--- config.mk ---
export PLATFORM = sky130hd
export DESIGN_NAME = nearest_color_classifier_top
export DESIGN_NICKNAME = d
export VERILOG_FILES = /design/src/rtl/ncc_pkg.sv /design/src/rtl/ncc_level_map.sv /design/src/rtl/ncc_dist_lane.sv /design/src/rtl/ncc_merge.sv /design/src/rtl/nearest_color_classifier_top.sv
export SDC_FILE = /design/constraint.sdc
export NUM_CORES = 2
export LEC_CHECK = 0
export BUFFER_PORTS_ARGS = -buffer_cell sky130_fd_sc_hd__buf_2
export CORE_ASPECT_RATIO = 1.4
export CORE_MARGIN = 2
export CORE_UTILIZATION = 60
export CTS_BUF_LIST = sky130_fd_sc_hd__clkbuf_4
export DETAILED_ROUTE_END_ITERATION = 8
export PLACE_DENSITY_LB_ADDON = 0.3
export SETUP_SLACK_MARGIN = 0.1
export SYNTH_ARGS = -nofsm -noshare
export SYNTH_HDL_FRONTEND = slang
export SYNTH_SLANG_ARGS = --single-unit
export TNS_END_PERCENT = 50
--- constraint.sdc ---
create_clock -name clk -period 16.3 [get_ports clk]
set_input_delay 3.26 -clock clk [delete_from_list [all_inputs] [get_ports clk]]
set_output_delay 3.26 -clock clk [all_outputs]
set_load 0.01 [all_outputs]
--- src/rtl/ncc_pkg.sv ---
package ncc_pkg;

    localparam int REG_COUNT   = 6;
    localparam int CHANNELS    = 3;
    localparam int INDEX_W     = 3;
    localparam int COLOR_W     = 24;
    localparam int PULSE_W     = 16;
    localparam int LEVEL_W     = 8;
    localparam int DIST_W      = 18;
    localparam int RECIP_SHIFT = 24;
    localparam int RECIP_W     = 17;

    localparam int PULSE_TOP = 260;
    localparam int LO_RED    = 15;
    localparam int LO_GREEN  = 16;
    localparam int LO_BLUE   = 14;

    localparam int DIV_RED   = PULSE_TOP - LO_RED;
    localparam int DIV_GREEN = PULSE_TOP - LO_GREEN;
    localparam int DIV_BLUE  = PULSE_TOP - LO_BLUE;

    localparam int RECIP_RED   = ((1 << RECIP_SHIFT) + DIV_RED - 1) / DIV_RED;
    localparam int RECIP_GREEN = ((1 << RECIP_SHIFT) + DIV_GREEN - 1) / DIV_GREEN;
    localparam int RECIP_BLUE  = ((1 << RECIP_SHIFT) + DIV_BLUE - 1) / DIV_BLUE;

    localparam logic [PULSE_W-1:0] LO_OFFSET [CHANNELS] = '{
        PULSE_W'(LO_RED), PULSE_W'(LO_GREEN), PULSE_W'(LO_BLUE)
    };

    localparam logic [RECIP_W-1:0] RECIP [CHANNELS] = '{
        RECIP_W'(RECIP_RED), RECIP_W'(RECIP_GREEN), RECIP_W'(RECIP_BLUE)
    };

    localparam logic [PULSE_W-1:0] PULSE_TOP_VAL = PULSE_W'(PULSE_TOP);
    localparam logic [LEVEL_W-1:0] LEVEL_MAX     = 8'd255;

    localparam logic [COLOR_W-1:0] RESET_COLORS [REG_COUNT] = '{
        24'd16579579, 24'd7297385, 24'd15965360,
        24'd13034955, 24'd10207200, 24'd15456979
    };

    typedef logic [CHANNELS-1:0][LEVEL_W-1:0] level_vec_t;

    typedef struct packed {
        logic [PULSE_W-1:0] red_pulse_us;
        logic [PULSE_W-1:0] green_pulse_us;
        logic [PULSE_W-1:0] blue_pulse_us;
    } in_item_t;

    typedef struct packed {
        logic [INDEX_W-1:0] match_index;
        logic [LEVEL_W-1:0] red_level;
        logic [LEVEL_W-1:0] green_level;
        logic [LEVEL_W-1:0] blue_level;
        logic [DIST_W-1:0]  best_distance;
    } out_item_t;

endpackage

--- src/rtl/ncc_level_map.sv ---
module ncc_level_map (
    input  logic                clk,
    input  logic                en_a,
    input  logic                en_b,
    input  ncc_pkg::in_item_t   item,
    output ncc_pkg::level_vec_t levels
);

    logic [ncc_pkg::CHANNELS-1:0][ncc_pkg::PULSE_W-1:0] pulse;

    assign pulse[0] = item.red_pulse_us;
    assign pulse[1] = item.green_pulse_us;
    assign pulse[2] = item.blue_pulse_us;

    for (genvar c = 0; c < ncc_pkg::CHANNELS; c++)
    begin : g_chan
        logic [ncc_pkg::PULSE_W-1:0]                  offset;
        logic [ncc_pkg::PULSE_W-1:0]                  scaled_next;
        logic [ncc_pkg::PULSE_W-1:0]                  scaled_reg;
        logic                                         sat_hi_reg;
        logic                                         sat_lo_reg;
        logic [ncc_pkg::PULSE_W+ncc_pkg::RECIP_W-1:0] product;
        logic [ncc_pkg::LEVEL_W-1:0]                  quot;
        logic [ncc_pkg::LEVEL_W-1:0]                  level_next;
        logic [ncc_pkg::LEVEL_W-1:0]                  level_reg;

        assign offset      = pulse[c] - ncc_pkg::LO_OFFSET[c];
        assign scaled_next = {offset[ncc_pkg::LEVEL_W-1:0], 8'd0}
                           - {8'd0, offset[ncc_pkg::LEVEL_W-1:0]};

        always_ff @(posedge clk)
        begin
            if (en_a)
            begin
                scaled_reg <= scaled_next;
                sat_hi_reg <= (pulse[c] <= ncc_pkg::LO_OFFSET[c]);
                sat_lo_reg <= (pulse[c] >= ncc_pkg::PULSE_TOP_VAL);
            end
        end

        assign product = scaled_reg * ncc_pkg::RECIP[c];
        assign quot    = product[ncc_pkg::RECIP_SHIFT +: ncc_pkg::LEVEL_W];

        always_comb
        begin
            if (sat_hi_reg)
            begin
                level_next = ncc_pkg::LEVEL_MAX;
            end
            else if (sat_lo_reg)
            begin
                level_next = '0;
            end
            else
            begin
                level_next = ncc_pkg::LEVEL_MAX - quot;
            end
        end

        always_ff @(posedge clk)
        begin
            if (en_b)
            begin
                level_reg <= level_next;
            end
        end

        assign levels[c] = level_reg;
    end

endmodule

--- src/rtl/ncc_dist_lane.sv ---
module ncc_dist_lane (
    input  logic                         clk,
    input  logic                         en,
    input  ncc_pkg::level_vec_t          levels,
    input  logic [ncc_pkg::COLOR_W-1:0]  color,
    output logic [ncc_pkg::DIST_W-1:0]   distance
);

    logic [ncc_pkg::CHANNELS-1:0][ncc_pkg::LEVEL_W-1:0]   ref_lvl;
    logic [ncc_pkg::CHANNELS-1:0][ncc_pkg::LEVEL_W-1:0]   diff;
    logic [ncc_pkg::CHANNELS-1:0][2*ncc_pkg::LEVEL_W-1:0] sq;
    logic [ncc_pkg::DIST_W-1:0]                           distance_next;
    logic [ncc_pkg::DIST_W-1:0]                           distance_reg;

    assign ref_lvl[0] = color[23:16];
    assign ref_lvl[1] = color[15:8];
    assign ref_lvl[2] = color[7:0];

    for (genvar c = 0; c < ncc_pkg::CHANNELS; c++)
    begin : g_sq
        assign diff[c] = (levels[c] > ref_lvl[c]) ? (levels[c] - ref_lvl[c])
                                                  : (ref_lvl[c] - levels[c]);
        assign sq[c]   = diff[c] * diff[c];
    end

    assign distance_next = ncc_pkg::DIST_W'(sq[0]) + ncc_pkg::DIST_W'(sq[1])
                         + ncc_pkg::DIST_W'(sq[2]);

    always_ff @(posedge clk)
    begin
        if (en)
        begin
            distance_reg <= distance_next;
        end
    end

    assign distance = distance_reg;

endmodule

--- src/rtl/ncc_merge.sv ---
module ncc_merge #(
    parameter int NUM_REFS = 6
) (
    input  logic                       clk,
    input  logic                       en,
    input  logic [ncc_pkg::DIST_W-1:0] distance [NUM_REFS],
    input  ncc_pkg::level_vec_t        levels,
    output ncc_pkg::out_item_t         result
);

    logic [ncc_pkg::DIST_W-1:0]  best_d;
    logic [ncc_pkg::INDEX_W-1:0] best_i;
    ncc_pkg::out_item_t          result_next;
    ncc_pkg::out_item_t          result_reg;

    always_comb
    begin
        best_d = distance[0];
        best_i = '0;
        for (int i = 1; i < NUM_REFS; i++)
        begin
            if (distance[i] < best_d)
            begin
                best_d = distance[i];
                best_i = ncc_pkg::INDEX_W'(i);
            end
        end
    end

    always_comb
    begin
        result_next.match_index   = best_i;
        result_next.red_level     = levels[0];
        result_next.green_level   = levels[1];
        result_next.blue_level    = levels[2];
        result_next.best_distance = best_d;
    end

    always_ff @(posedge clk)
    begin
        if (en)
        begin
            result_reg <= result_next;
        end
    end

    assign result = result_reg;

endmodule

--- src/rtl/nearest_color_classifier_top.sv ---
// An accepted input transaction moves through valid registers v1_reg to v4_reg; out_valid is v4_reg.
// Throughput: one transaction per cycle; the pipeline stalls only as far
// back as the first empty stage when out_stall holds the output register.
// Stages: offset and scale, reciprocal multiply, per-color distance lanes,
// minimum merge. Reset clears all valid flags and reloads the reference colors.
module nearest_color_classifier_top #(
    parameter int NUM_REFS = 6
) (
    input  logic                         clk,
    input  logic                         rst_n,
    input  logic                         in_valid,
    output logic                         in_stall,
    input  ncc_pkg::in_item_t            in_data,
    output logic                         out_valid,
    input  logic                         out_stall,
    output ncc_pkg::out_item_t           out_data,
    input  logic                         cfg_wr_en,
    input  logic [ncc_pkg::INDEX_W-1:0]  cfg_index,
    input  logic [ncc_pkg::COLOR_W-1:0]  cfg_data
);

    logic [ncc_pkg::COLOR_W-1:0] color_reg [NUM_REFS];
    logic [ncc_pkg::DIST_W-1:0]  lane_distance [NUM_REFS];
    ncc_pkg::level_vec_t         levels_b;
    ncc_pkg::level_vec_t         levels_c_reg;
    logic                        v1_reg;
    logic                        v2_reg;
    logic                        v3_reg;
    logic                        v4_reg;
    logic                        en1;
    logic                        en2;
    logic                        en3;
    logic                        en4;

    always_ff @(posedge clk or negedge rst_n)
    begin
        if (!rst_n)
        begin
            for (int i = 0; i < NUM_REFS; i++)
            begin
                color_reg[i] <= ncc_pkg::RESET_COLORS[i];
            end
        end
        else if (cfg_wr_en)
        begin
            for (int i = 0; i < NUM_REFS; i++)
            begin
                if (cfg_index == ncc_pkg::INDEX_W'(i))
                begin
                    color_reg[i] <= cfg_data;
                end
            end
        end
    end

    assign en4 = !v4_reg || !out_stall;
    assign en3 = !v3_reg || en4;
    assign en2 = !v2_reg || en3;
    assign en1 = !v1_reg || en2;

    always_ff @(posedge clk or negedge rst_n)
    begin
        if (!rst_n)
        begin
            v1_reg <= 1'b0;
            v2_reg <= 1'b0;
            v3_reg <= 1'b0;
            v4_reg <= 1'b0;
        end
        else
        begin
            if (en1) v1_reg <= in_valid;
            if (en2) v2_reg <= v1_reg;
            if (en3) v3_reg <= v2_reg;
            if (en4) v4_reg <= v3_reg;
        end
    end

    ncc_level_map u_level_map (
        .clk    (clk),
        .en_a   (en1),
        .en_b   (en2),
        .item   (in_data),
        .levels (levels_b)
    );

    for (genvar k = 0; k < NUM_REFS; k++)
    begin : g_lane
        ncc_dist_lane u_lane (
            .clk      (clk),
            .en       (en3),
            .levels   (levels_b),
            .color    (color_reg[k]),
            .distance (lane_distance[k])
        );
    end

    always_ff @(posedge clk)
    begin
        if (en3)
        begin
            levels_c_reg <= levels_b;
        end
    end

    ncc_merge #(
        .NUM_REFS (NUM_REFS)
    ) u_merge (
        .clk      (clk),
        .en       (en4),
        .distance (lane_distance),
        .levels   (levels_c_reg),
        .result   (out_data)
    );

    assign in_stall  = !en1;
    assign out_valid = v4_reg;

endmodule

[Yosys cells after proc, flatten, opt, wreduce, memory -nomap -nowiden]
Cells that the tools add are included.
Cells by class
  multiplexer cells: 30
  divide/modulo/power cells: 0
  eq/ne operators: 5
  multiply operators: 21
  shift operators: 0
  add/sub/neg operators: 57
  reduce and logical (&&, ||, !) cells: 18
  bitwise logic cells: 0
  $lt $le $gt $ge: 29
Operator list (number)
  $mul A8 B8 Y16: 18
  $sub A8 B8 Y8: 36
  $mux W8: 21
  $gt A8 B8 Y1: 18
  $add A18 B16 Y18: 6
  $add A16 B16 Y17: 6
  $lt A18 B18 Y1: 5
  $mux W18: 5
  $mul A16 B17 Y32 const B: 2
  $ge A16 B9 Y1 const B: 3
  $sub A16 B8 Y16: 3
  $le A16 B4 Y1 const B: 2
  $mul A16 B14 Y29 const B: 1
  $sub A8 B8 Y8 const A: 3
  $le A16 B5 Y1 const B: 1
  $sub A8 B4 Y8 const B: 2
  $reduce_and A2 Y1: 6
  $sub A8 B5 Y8 const B: 1
  $eq A3 B2 Y1 const B: 2
  $eq A3 B3 Y1 const B: 2
  $logic_not A1 Y1: 6
  $logic_or A1 B1 Y1: 4
  $mux W2: 2
  $eq A3 B1 Y1 const B: 1
  3 further kinds: 4
Storage, ports and cells
  logic and storage cells: 197
  output and inout port bits: 47
  register bits: 403
  bits in read-only memories: 0
  RAM bits: 0
  memories: 0
  bits in latches: 0
  input port bits: 80

[Logic depth before layout (Yosys ltp)]
  depth in word-level cells: 10
  gate-level depth with buffers: 63
  depth with buffers taken out: 57

[By module]
Synthesis repeated with hierarchy kept, for this count alone.
Second synthesis, totals
  cells, all modules: 7907
  area total of the unflattened synthesis: 75543.7 um^2
By module, submodules not included
  ncc_dist_lane (g_lane[0].u_lane ...): area each 8360.5 um^2, instances 4, sequential area each 540.5 um^2, cells an instance 946
  ncc_level_map: area each 14211.1 um^2, instances 1, sequential area each 2342.2 um^2, cells an instance 1355
  ncc_dist_lane (g_lane[1].u_lane): area each 8355.5 um^2, instances 1, sequential area each 540.5 um^2, cells an instance 948
  ncc_dist_lane (g_lane[5].u_lane): area each 8101.5 um^2, instances 1, sequential area each 540.5 um^2, cells an instance 920
  nearest_color_classifier_top: area each 6471.2 um^2, instances 1, sequential area each 4539.4 um^2, cells an instance 348
  ncc_merge: area each 4962.3 um^2, instances 1, sequential area each 1351.3 um^2, cells an instance 552

[Least setup slack after synthesis]
No wires, ideal clock.
  path type: reg2reg
  start point: register u_level_map.g_chan[0].level_reg[0] (netlist name)
  end point: register g_lane[3].u_lane.distance_reg, in the netlist g_lane[3].u_lane.distance[17], data pin
  clock period less this slack: 12.129 ns
  library setup time: 0.260 ns
  arrival time: 11.869 ns
  slack: 4.171 ns
  required time: 16.040 ns
  stages on the path, launching flop included: 50
  buffers on the path: 1
  cell sequence: edfxtp_1 -> inv_1 -> ha_1 -> inv_1 -> fa_1 -> a21o_1 -> a21oi_1 -> o22ai_1 -> o22a_1 -> mux2i_1 -> a221o_1 -> a221o_1 -> a221o_1 -> a21boi_1 -> o21ai_0 -> a221o_1 -> xnor2_1 -> clkbuf_1 -> (+14 left out) -> inv_1 -> fa_1 -> fa_1 -> inv_1 -> fa_1 -> inv_1 -> ha_1 -> a21boi_0 -> o21ai_0 -> a21boi_0 -> o21ai_0 -> a21boi_0 -> o21ai_0 -> a21boi_0 -> o21ai_0 -> a21boi_0 -> mux2i_1 -> nand2_1
On the way
  longest elaborated chain between the ends: 5
  elaborated cells on any way between the ends: 7
  classes of those cells: 4 x add/sub; 1 x mul; 1 x order compare; 1 x mux
RTL lines
  start, declared: RTL line ncc_level_map.sv:25  | logic [ncc_pkg::LEVEL_W-1:0] level_reg;
  start signal, assigned: RTL line ncc_level_map.sv:64  | level_reg <= level_next;
  $sub A8 B8 Y8 (tied with other cells): RTL line ncc_dist_lane.sv:22  | : (ref_lvl[c] - levels[c]);
  $mux W8 (*): RTL line ncc_dist_lane.sv:21  | assign diff[c] = (levels[c] > ref_lvl[c]) ? (levels[c] - ref_lvl[c])
  $mul A8 B8 Y16 (*): RTL line ncc_dist_lane.sv:23  | assign sq[c] = diff[c] * diff[c];
  $add A16 B16 Y17 (*): RTL line ncc_dist_lane.sv:26  | assign distance_next = ncc_pkg::DIST_W'(sq[0]) + ncc_pkg::DIST_W'(sq[1])
  $add A18 B16 Y18 (*): RTL line ncc_dist_lane.sv:27  | + ncc_pkg::DIST_W'(sq[2]);
  via g_lane[3].u_lane.distance_next (one bit): RTL line ncc_dist_lane.sv:12  | logic [ncc_pkg::DIST_W-1:0] distance_next;
  end signal, assigned: RTL line ncc_dist_lane.sv:33  | distance_reg <= distance_next;
  end, declared: RTL line ncc_dist_lane.sv:13  | logic [ncc_pkg::DIST_W-1:0] distance_reg;
Mark *: on every way through the listed nets, which the timed path passes. The rest lies on a longest branch.
A chain may end at the register's enable or synchronous reset.

[Worst setup path after layout]
Ends and elaborated chain as after synthesis.

==> impl_metrics.toml <==
[run_status]
status = "finished, final reports clean"

[final_layout]
largest_reg_flops = 144
final_common_cell = "inv_1"
fin_nets = 9928
area_growth_pct = 5.99
mostFrequentLayoutCells = "inv_1, ha_1, fa_1"
fill_cells = 9689
drive_gt1_share_pct = 7.63

[clock_network]
cts.sinks = 403
ctsHoldBuffers = 0
cts_tree = "yes"
numCtsBuffers = 103
cts_setup_buffers = 0
cts_resized = 0
clk_latency_ps = 1040
cts-root-buf = "clkbuf_4"
cts_buffer_depth = 3
clk_pin_slew_ps = 80
htreeDepth = 3

[critical_path]
cp-end-kind = "flop"
critPathMostFrequentCell = "fa_1"
start_kind = "flop"
crit_fanout = 15
crit_buf_inv = 9
crit_type = "flop to flop"
cp_top_family = "adder cells"
crit_slowest_cell = "xnor2_1"
worst_path_largest_cell_delay_ps = 760
cp.required_ps = 17040
cp.arrival_ps = 14460

[synthesis]
avgSynthCellArea_sq_um = 9.54
async_flop_share_pct = 36.7
ys_ff_latch = 403
synthCells = 7437
synth_top_flop_cell = "edfxtp_1"
synth-seq-area-share_pct = 16.2
syn_nets = 9712
yosys.cell_types.count = 72
synthesis.area_sq_mm = 0.0709
synth_edf_count = 255
yosysWarnings = 0

[detailed_routing]
wire_per_inst_microns = 19.0
vias = 51681
dr.pass1.iters = 5
detail-route-antenna-nets = 0
drc = 0
drt_wl_total_mm = 176
drtIter0Drc = 2567
vias_per_cell = 5.58

[worst_hold_path]
hp-class = "flop to flop"

[sta]
max_freq_ghz = 0.0728
finalSetupViolations = 0
tightest_slew_ps = 1260
hold_viol = 0
final-max-slew-violation-count = 0
slew_headroom_pct = 13.3
rsz0062_at_grt = "false"
skew_ps = 113
period_minus_slack_ps = 13730
setup_tns_ps = 0
fin_crit_sh_pct = 84.2

[global_route]
grt_pass1_vias = 54963
grtUsageTotal_pct = 29.8
antenna_found_initial = 13
grt_max_degree = 80
gr-total-overflow = 0
grt_pass1_wl_mm = 281

[die]
rows = 149
coreArea_sq_mm = 0.117
dieArea_sq_mm = 0.121
die_height_microns = 411
start_util_pct = 60.4
design.portCount = 127
die_x_microns = 295

[placement]
dp_hpwl_mm = 150
routabilityCongestion = 0.988
portBuffers = 126

[flow_run]
maxCapViolations = 0
## through the flow
step	hold slack [ps]	setup slack, ps	cell area (sq um)	cells	util [%]
after detailed placement	405	2700	73800	9058	62.8
after global routing	425	1640	75200	9253	64.0
after floorplan	400	4170	70900	7437	-
final	404	2570	75200	9256	64.0
after CTS	390	2600	75200	9252	64.0
after global placement	402	2970	73800	9058	62.8
## cells by family after synthesis
logic type	share of synthesized area, %
AOI/OAI and AO/OA	9.29
buffers and inverters	10.0
and+or+nand+nor	8.48
muxes	3.26
adders and majority gates	48.5
xor gates and xnor gates	4.31
DFF	16.2
## cell type report
| class | count | area (sq um) | area share [%] |
|---|---|---|---|
| well taps | 1510 | 1890 | 2.51 |
| clock inverters | 54 | 338 | 0.449 |
| repair buffers | 211 | 1270 | 1.70 |
| multi-input cells | 5146 | 52400 | 69.7 |
| clock buffers | 140 | 1050 | 1.40 |
| flip-flops and latches | 403 | 11500 | 15.3 |
| inverters | 1788 | 6720 | 8.94 |
| diodes | 4 | 10.0 | 0.0133 |
## layer usage
layer	part of all wire [%]	global-route usage [%]
met3	4.5	3.66
met2	52	55.0
met5	0.067	0
met4	5.5	14.9
met1	38	33.5
## worst paths after layout
path / from / end / slack (ps) / cells past startpoint
setup / recovery: u_level_map.g_chan[0].level_reg[0]$_SDFFCE_PP1P_ / g_lane[3].u_lane.distance[17]$_DFFE_PP_ / 2570 / 48
hold / removal: levels_c_reg[16]$_DFFE_PP_ / u_merge.result[18]$_DFFE_PP_ / 400 / 0
setup reg to reg: u_level_map.g_chan[0].level_reg[0]$_SDFFCE_PP1P_ / g_lane[3].u_lane.distance[17]$_DFFE_PP_ / 2570 / 48
hold reg to reg: levels_c_reg[16]$_DFFE_PP_ / u_merge.result[18]$_DFFE_PP_ / 400 / 0
max in group asynchronous: rst_n / color_reg[3]$_DFFE_PN0P_ / 12240 / 3
min in group asynchronous: rst_n / color_reg[20]$_DFFE_PN0P_ / 2250 / 1
## Yosys cell counts (all sizes together), types with 26 or more instances
master  number  share of area, %
a211oi      26              0.29
a21boi      36              0.38
a21o       132               1.4
a21oi      292               2.1
a221oi      32              0.40
clkbuf      83              0.44
dfrtp       56               2.0
dfstp       92               3.4
edfxtp     255                11
fa         919                26
ha        1276                23
inv       1788               9.5
mux2        64               1.0
mux2i      159               2.2
nand2      323               1.7
nand2b     107              0.94
nand3       33              0.23
nand4       60              0.53
nor2       544               2.9
nor2b       87              0.77
nor3        45              0.32
o21a        32              0.34
o21ai      333               2.4
o21bai      53              0.56
or2         47              0.41
xnor2      259               3.2
xor2        90               1.1
Power is left out: the tool's default activity adds up to more than one toggle a clock period on the data nets, which glitch-free logic cannot reach.
